$ cat src/rtl/depth_noise_backprojection_assert.svh
// Assertion macros for the depth noise back-projection RTL.
// Expects signals named clk and rst_n in the including scope.
`ifndef DEPTH_NOISE_BACKPROJECTION_ASSERT_SVH
`define DEPTH_NOISE_BACKPROJECTION_ASSERT_SVH

// Same-cycle implication, disabled during reset
`define DNB_ASSERT_SAME(label, ante, cons, msg) \
    label: assert property (@(posedge clk) disable iff (!rst_n) (ante) |-> (cons)) \
        else $error(msg);

// Next-cycle implication, disabled during reset
`define DNB_ASSERT_NEXT(label, ante, cons, msg) \
    label: assert property (@(posedge clk) disable iff (!rst_n) (ante) |=> (cons)) \
        else $error(msg);

`endif

$ cat src/rtl/dnb_pkg.sv
// Shared types and constants for the depth noise back-projection block.
// No dependencies; used by dnb_noise, dnb_proj and the top level.
`timescale 1ns / 1ps
`default_nettype none

package dnb_pkg;

    // Field widths
    localparam int DEPTH_W         = 16;
    localparam int SAMPLE_W        = 16;
    localparam int INV_W           = 24;
    localparam int CENTER_W        = 16;
    localparam int GAIN_W          = 32;
    localparam int POINT_W         = 32;
    localparam int COORD_BITS_DEF  = 12;

    // Fixed-point scaling
    localparam int NOISE_FRAC_BITS = 44;
    localparam int PROJ_SHIFT      = 28;

    // Configuration port
    localparam int CFG_ADDR_W      = 5;
    localparam int CFG_DATA_W      = 32;
    localparam int CFG_IDX_W       = 3;

    // Pipeline stage numbers
    localparam int ST_SQUARE    = 0;
    localparam int ST_GAIN      = 1;
    localparam int ST_SAMPLE    = 2;
    localparam int ST_SUM       = 3;
    localparam int ST_DEPTH     = 4;
    localparam int ST_SCALE_Z   = 5;
    localparam int ST_SCALE_INV = 6;
    localparam int ST_OUT       = 7;
    localparam int NUM_STAGES   = 8;

    // Register map, index = byte address / 4
    typedef enum logic [CFG_IDX_W-1:0] {
        REG_INV_FX            = 3'd0,
        REG_INV_FY            = 3'd1,
        REG_CENTER_X          = 3'd2,
        REG_CENTER_Y          = 3'd3,
        REG_NOISE_GAIN        = 3'd4,
        REG_CLOUD_ENABLE      = 3'd5,
        REG_INTRINSICS_LOADED = 3'd6
    } cfg_reg_t;

    // Reset values
    localparam logic [INV_W-1:0]    INV_FX_RST     = 24'd27962;
    localparam logic [INV_W-1:0]    INV_FY_RST     = 24'd27962;
    localparam logic [CENTER_W-1:0] CENTER_X_RST   = 16'd5120;
    localparam logic [CENTER_W-1:0] CENTER_Y_RST   = 16'd3840;
    localparam logic [GAIN_W-1:0]   NOISE_GAIN_RST = 32'd11453;
    localparam logic                CLOUD_EN_RST   = 1'b1;
    localparam logic                LOADED_RST     = 1'b0;

    // Depth result handed from the noise path to the projection path
    typedef struct packed {
        logic               point;
        logic [DEPTH_W-1:0] depth;
    } dnb_depth_t;

endpackage

`default_nettype wire

$ cat src/rtl/dnb_proj.sv
// Pinhole back-projection of one axis: (pix*16 - center) * Z * inv >> 28,
// toward zero, saturated to 32 bits signed. Depends on dnb_pkg.
`timescale 1ns / 1ps
`default_nettype none

module dnb_proj
    import dnb_pkg::*;
#(
    parameter int COORD_BITS = COORD_BITS_DEF
)
(
    input  wire logic                   clk,
    input  wire logic [NUM_STAGES-1:0]  adv,
    input  wire logic [COORD_BITS-1:0]  pix,
    input  wire logic [CENTER_W-1:0]    center,
    input  wire logic [INV_W-1:0]       inv,
    input  wire dnb_depth_t             depth_res,
    output logic signed [POINT_W-1:0]   coord
);

    localparam int PIX_W = COORD_BITS + 4;
    localparam int MAG_W = (PIX_W > CENTER_W) ? PIX_W : CENTER_W;
    localparam int MZ_W  = MAG_W + DEPTH_W;
    localparam int PR_W  = MZ_W + INV_W;
    localparam int Q_W   = PR_W - PROJ_SHIFT;
    localparam int QX_W  = POINT_W + 1;
    localparam logic [QX_W-1:0] POS_LIM = QX_W'(33'h0_7FFF_FFFF);
    localparam logic [QX_W-1:0] NEG_LIM = QX_W'(33'h0_8000_0000);

    // Stage 0: signed offset from principal point as sign and magnitude
    logic [MAG_W:0]   p16;
    logic [MAG_W:0]   cext;
    logic             neg_next;
    logic [MAG_W-1:0] mag_next;
    logic [MAG_W-1:0] mag_reg [0:ST_DEPTH];
    logic             neg_reg [0:ST_SCALE_INV];

    assign p16      = (MAG_W+1)'({pix, 4'b0});
    assign cext     = (MAG_W+1)'(center);
    assign neg_next = p16 < cext;
    assign mag_next = neg_next ? MAG_W'(cext - p16) : MAG_W'(p16 - cext);

    // Magnitude carried to the depth stage, sign carried to the last multiply
    always_ff @(posedge clk)
    begin
        if (adv[ST_SQUARE])
        begin
            mag_reg[ST_SQUARE] <= mag_next;
            neg_reg[ST_SQUARE] <= neg_next;
        end
        for (int k = ST_GAIN; k <= ST_DEPTH; k++)
        begin
            if (adv[k])
            begin
                mag_reg[k] <= mag_reg[k-1];
            end
        end
        for (int k = ST_GAIN; k <= ST_SCALE_INV; k++)
        begin
            if (adv[k])
            begin
                neg_reg[k] <= neg_reg[k-1];
            end
        end
    end

    // Stage 5: offset times Z
    logic [MZ_W-1:0] mz5_reg;
    logic            pt_reg [ST_SCALE_Z:ST_SCALE_INV];

    always_ff @(posedge clk)
    begin
        if (adv[ST_SCALE_Z])
        begin
            mz5_reg             <= MZ_W'(mag_reg[ST_DEPTH]) * MZ_W'(depth_res.depth);
            pt_reg[ST_SCALE_Z]  <= depth_res.point;
        end
    end

    // Stage 6: times reciprocal focal length
    logic [PR_W-1:0] pr6_reg;

    always_ff @(posedge clk)
    begin
        if (adv[ST_SCALE_INV])
        begin
            pr6_reg               <= PR_W'(mz5_reg) * PR_W'(inv);
            pt_reg[ST_SCALE_INV]  <= pt_reg[ST_SCALE_Z];
        end
    end

    // Stage 7: drop fraction, saturate, apply sign
    logic [QX_W-1:0]    qx;
    logic [QX_W-1:0]    qn;
    logic [POINT_W-1:0] coord_next;
    logic [POINT_W-1:0] coord_reg;

    assign qx = QX_W'(pr6_reg[PROJ_SHIFT +: Q_W]);
    assign qn = (qx > NEG_LIM) ? NEG_LIM : qx;

    always_comb
    begin
        priority if (!pt_reg[ST_SCALE_INV])
        begin
            coord_next = '0;
        end
        else if (!neg_reg[ST_SCALE_INV])
        begin
            coord_next = (qx > POS_LIM) ? POS_LIM[POINT_W-1:0] : qx[POINT_W-1:0];
        end
        else
        begin
            coord_next = POINT_W'(0) - qn[POINT_W-1:0];
        end
    end

    always_ff @(posedge clk)
    begin
        if (adv[ST_OUT])
        begin
            coord_reg <= coord_next;
        end
    end

    assign coord = coord_reg;

endmodule

`default_nettype wire

$ cat config.mk
export PLATFORM = sky130hd
export DESIGN_NAME = dnb_proj
export DESIGN_NICKNAME = d
export VERILOG_FILES = /design/src/rtl/depth_noise_backprojection_assert.svh /design/src/rtl/dnb_pkg.sv /design/src/rtl/dnb_proj.sv
export SDC_FILE = /design/constraint.sdc
export NUM_CORES = 2
export LEC_CHECK = 0
export BUFFER_PORTS_ARGS = -buffer_cell sky130_fd_sc_hd__buf_2
export CORE_ASPECT_RATIO = 1.1
export CORE_MARGIN = 4
export CORE_UTILIZATION = 51
export CTS_CLUSTER_SIZE = 28
export DETAILED_ROUTE_END_ITERATION = 8
export PLACE_DENSITY_LB_ADDON = 0.25
export SETUP_SLACK_MARGIN = 0.1
export SLEW_MARGIN = 20
export SYNTH_ARGS = -nofsm -noshare
export SYNTH_HDL_FRONTEND = slang
export SYNTH_SLANG_ARGS = --single-unit
export TNS_END_PERCENT = 5
$ cat constraint.sdc
create_clock -name clk -period 16.6 [get_ports clk]
set_input_delay 2.49 -clock clk [delete_from_list [all_inputs] [get_ports clk]]
set_output_delay 2.49 -clock clk [all_outputs]
set_load 0.02 [all_outputs]
==> qor.yml <==
outcome:
  run_status: "completed"
placement:
  globalplace.congestion: 0.877
  portBuffers: 109
  dpl.hpwl_um: 69200
  dp.cells: 5060
synthesis:
  synth_top_family_by_area: "adder cells"
  synth_xor_area_frac: 0.0213
  synth-simple-area-share: 0.158
  synth-compound-area-share: 0.0401
  synth_edf_count: 181
  synth_top_area_cell: "fa_1"
  ys_seq_area_frac: 0.138
  synth_cell_types: 64
  synth.mux.area_fraction: 0.00267
  synth-seq-cells: 181
  yosysWarningCount: 0
  syn_area_mm2: 0.0394
  syn_nets: 5298
  postSynthAreaPerCell_um2: 9.70
  synth_fa_ha_area_frac: 0.530
  synthTopCellsByArea: "fa_1 43%, edfxtp_1 14%, ha_1 9.7%, inv_1 9.3%, and2_1 8.8%"
  synth_top_area_frac: 0.433
  async_flop_share: 0
  synth_ff_type: "edfxtp_1"
  postSynthCellCount: 4062
setup_path:
  path_class: "in2reg"
  critPathSlowestCell: "buf_2"
  startpoint_type: "input port"
  r2r_start: "mz5_reg[22]"
  setup.worst_path.end_class: "flop"
  timing.critical_path.mode_cell: "fa_1"
  cp_max_fo: 32
  cp_cell_sequence: "buf_2 -> nand2_1 -> fa_1 -> inv_1 -> fa_1 -> fa_1 -> fa_1 -> fa_1 -> fa_1 -> inv_1 -> fa_1 -> inv_1 -> ha_1 -> o21ai_0 -> o21ai_0 -> o21ai_0 -> o22ai_1 -> a21oi_1 -> o21ai_0 -> a21oi_1 -> o41ai_1 -> xnor2_1"
  cp_top_family: "adder cells"
  max_stage_delay_ps: 730
  ff2ff_setup_slack_ps: 8260
  critPathBufInv: 4
  r2r_end: "pr6_reg[54]"
  rr_worst_depth: 24
  arrival_ps: 10440
  crit_required_ps: 16820
die:
  die_area_mm2: 0.0818
  die_h_um: 299
  initial_core_util: 0.517
  num_rows: 106
  io_pins: 110
  core_mm2: 0.0763
  die_x_um: 273
timing:
  final_hold_viol_count: 0
  period_needed_ps: 10220
  tns_ps: 0
  setup_viol: 0
  slew_violations: 0
  skew_ps: 23.3
  fin_crit_sh: 0.616
  rsz0062_at_grt: "no"
  max_slew_margin: 0.302
  max_freq_ghz: 0.0978
  tightest_slew_ps: 1050
global_routing:
  met2_usage: 0.421
  track_usage: 0.239
  grt_pass1_wl_um: 154000
  grtUsageMet3: 0.0327
  grt_use_met1: 0.307
  busiest_layer: "met2"
  grt_pass1_vias: 29500
  grt-ovfl-total: 0
  antenna_found_initial: 2
  grt_max_degree: 35
cells_and_area:
  stdcell_count: 5092
  drive_gt1_frac: 0.0514
  largest_reg_flops: 80
  nets: 5289
  final_cell_mix: "971 x inv_1, 852 x fa_1, 554 x and2_1"
  num_antenna_cells: 0
  final_common_cell: "inv_1"
  areaGrowthSynthToFinish_pct: 5.40
routing:
  drt-pass1-iter-count: 5
  totalWireLength_um: 93000
  drt_iter0_markers: 1571
  routedWlPerCell_um: 18.3
  avgViaCountPerCell: 5.30
  drc: 0
  drtAntennaViolNets: 0
  via_count: 27000
clocking:
  cts_tree: "built"
  max-clock-path-buffers: 2
  post_cts_buffers: 0
  clock-sinks: 181
  hold_buffers: 0
  clk_pin_slew_ps: 80
  ctsResizeCount: 0
  root_buffer: "clkbuf_16"
  numCtsBuffers: 17
  h-tree-depth: 4
  clk-insertion-delay-late_ps: 480
hold_path:
  hold-path-endpoint: "mag_reg[0][20]"
  hold_depth: 0
  min_path_type: "reg2reg"
  hold_start: "mag_reg[0][4]"
run:
  drv_cap: 0
==> worst reg2reg max path: stages (launching register included) <==
cell,delay [ps]
edfxtp_1,560
buf_4,330
nand2_1,130
fa_1,560
inv_1,50
fa_1,480
inv_1,60
fa_1,460
fa_1,540
inv_1,50
fa_1,500
fa_1,510
inv_1,60
fa_1,470
inv_1,40
ha_1,320
a211oi_1,100
o21ai_0,390
o21ai_0,160
o22ai_1,610
a21oi_1,360
o21ai_0,570
a21oi_1,220
o41ai_1,450
xnor2_1,100
==> cell type report <==
class	count	area, um2
Sequential cell	181	5440
Timing Repair Buffer	155	898
Tap cell	1026	1280
Clock buffer	17	425
Inverter	971	3640
Fill cell	6842	34700
Multi-Input combinational cell	2727	29600
Clock inverter	15	208
==> how the worst max path moves through the flow <==
stage / from / endpoint / slack [ps] / cells past startpoint
after floorplan: inv[3] / pr6_reg[54] / 7710 / 24
after global placement: inv[15] / pr6_reg[54] / 6060 / 22
after detailed placement: inv[3] / pr6_reg[54] / 5890 / 24
after CTS: inv[15] / pr6_reg[54] / 6400 / 22
after global routing: inv[4] / pr6_reg[54] / 6050 / 24
final: inv[15] / pr6_reg[54] / 6380 / 22
==> cell usage after synthesis, drive strengths merged, types with 3 or more instances <==
master and count:
o311a 4, or4 6, a211oi 7, mux2i 6
o2111ai 3, a31oi 6, clkbuf 178, xnor2 72
o21a 5, o211ai 6, nor3b 4, a41oi 3
nor2 37, o21ai 47, mux2 4, nor4 4
nand3 12, or2 4, nand2 538, inv 971
nand3b 3, fa 852, or3 10, nand4 12
o21bai 6, and3 7, xor2 24, o22ai 3
o31ai 9, nor3 14, nand2b 7, and2 554
buf 5, nor2b 5, a21o 45, edfxtp 181
a21oi 74, ha 306, o41ai 5
==> stage by stage <==
stage / utilization / worst slack, ps / hold WS [ps] / cell area [um2]
floorplan: - / 7710 / 400 / 39400
global placement: 0.536 / 6060 / 401 / 40900
detailed placement: 0.536 / 5890 / 405 / 40900
CTS: 0.544 / 6400 / 416 / 41500
global route: 0.544 / 6050 / 414 / 41500
finish: 0.544 / 6380 / 415 / 41500
==> cells by family after synthesis <==
kind of cell,count (synthesis)
simple gates,1220
fa+ha+maj,1158
buf+inv,1154
compound gates,243
flops,181
xor+xnor,96
mux,10
==> layer usage <==
layer  up-vias  routed length [um]
met3       189                5510
li1      12000                   -
met5         -                   7
met4         2                2780
met2       828               47600
met1     14000               37100
Power is left out: the tool's default activity adds up to more than one toggle a clock period on the data nets, which glitch-free logic cannot reach.
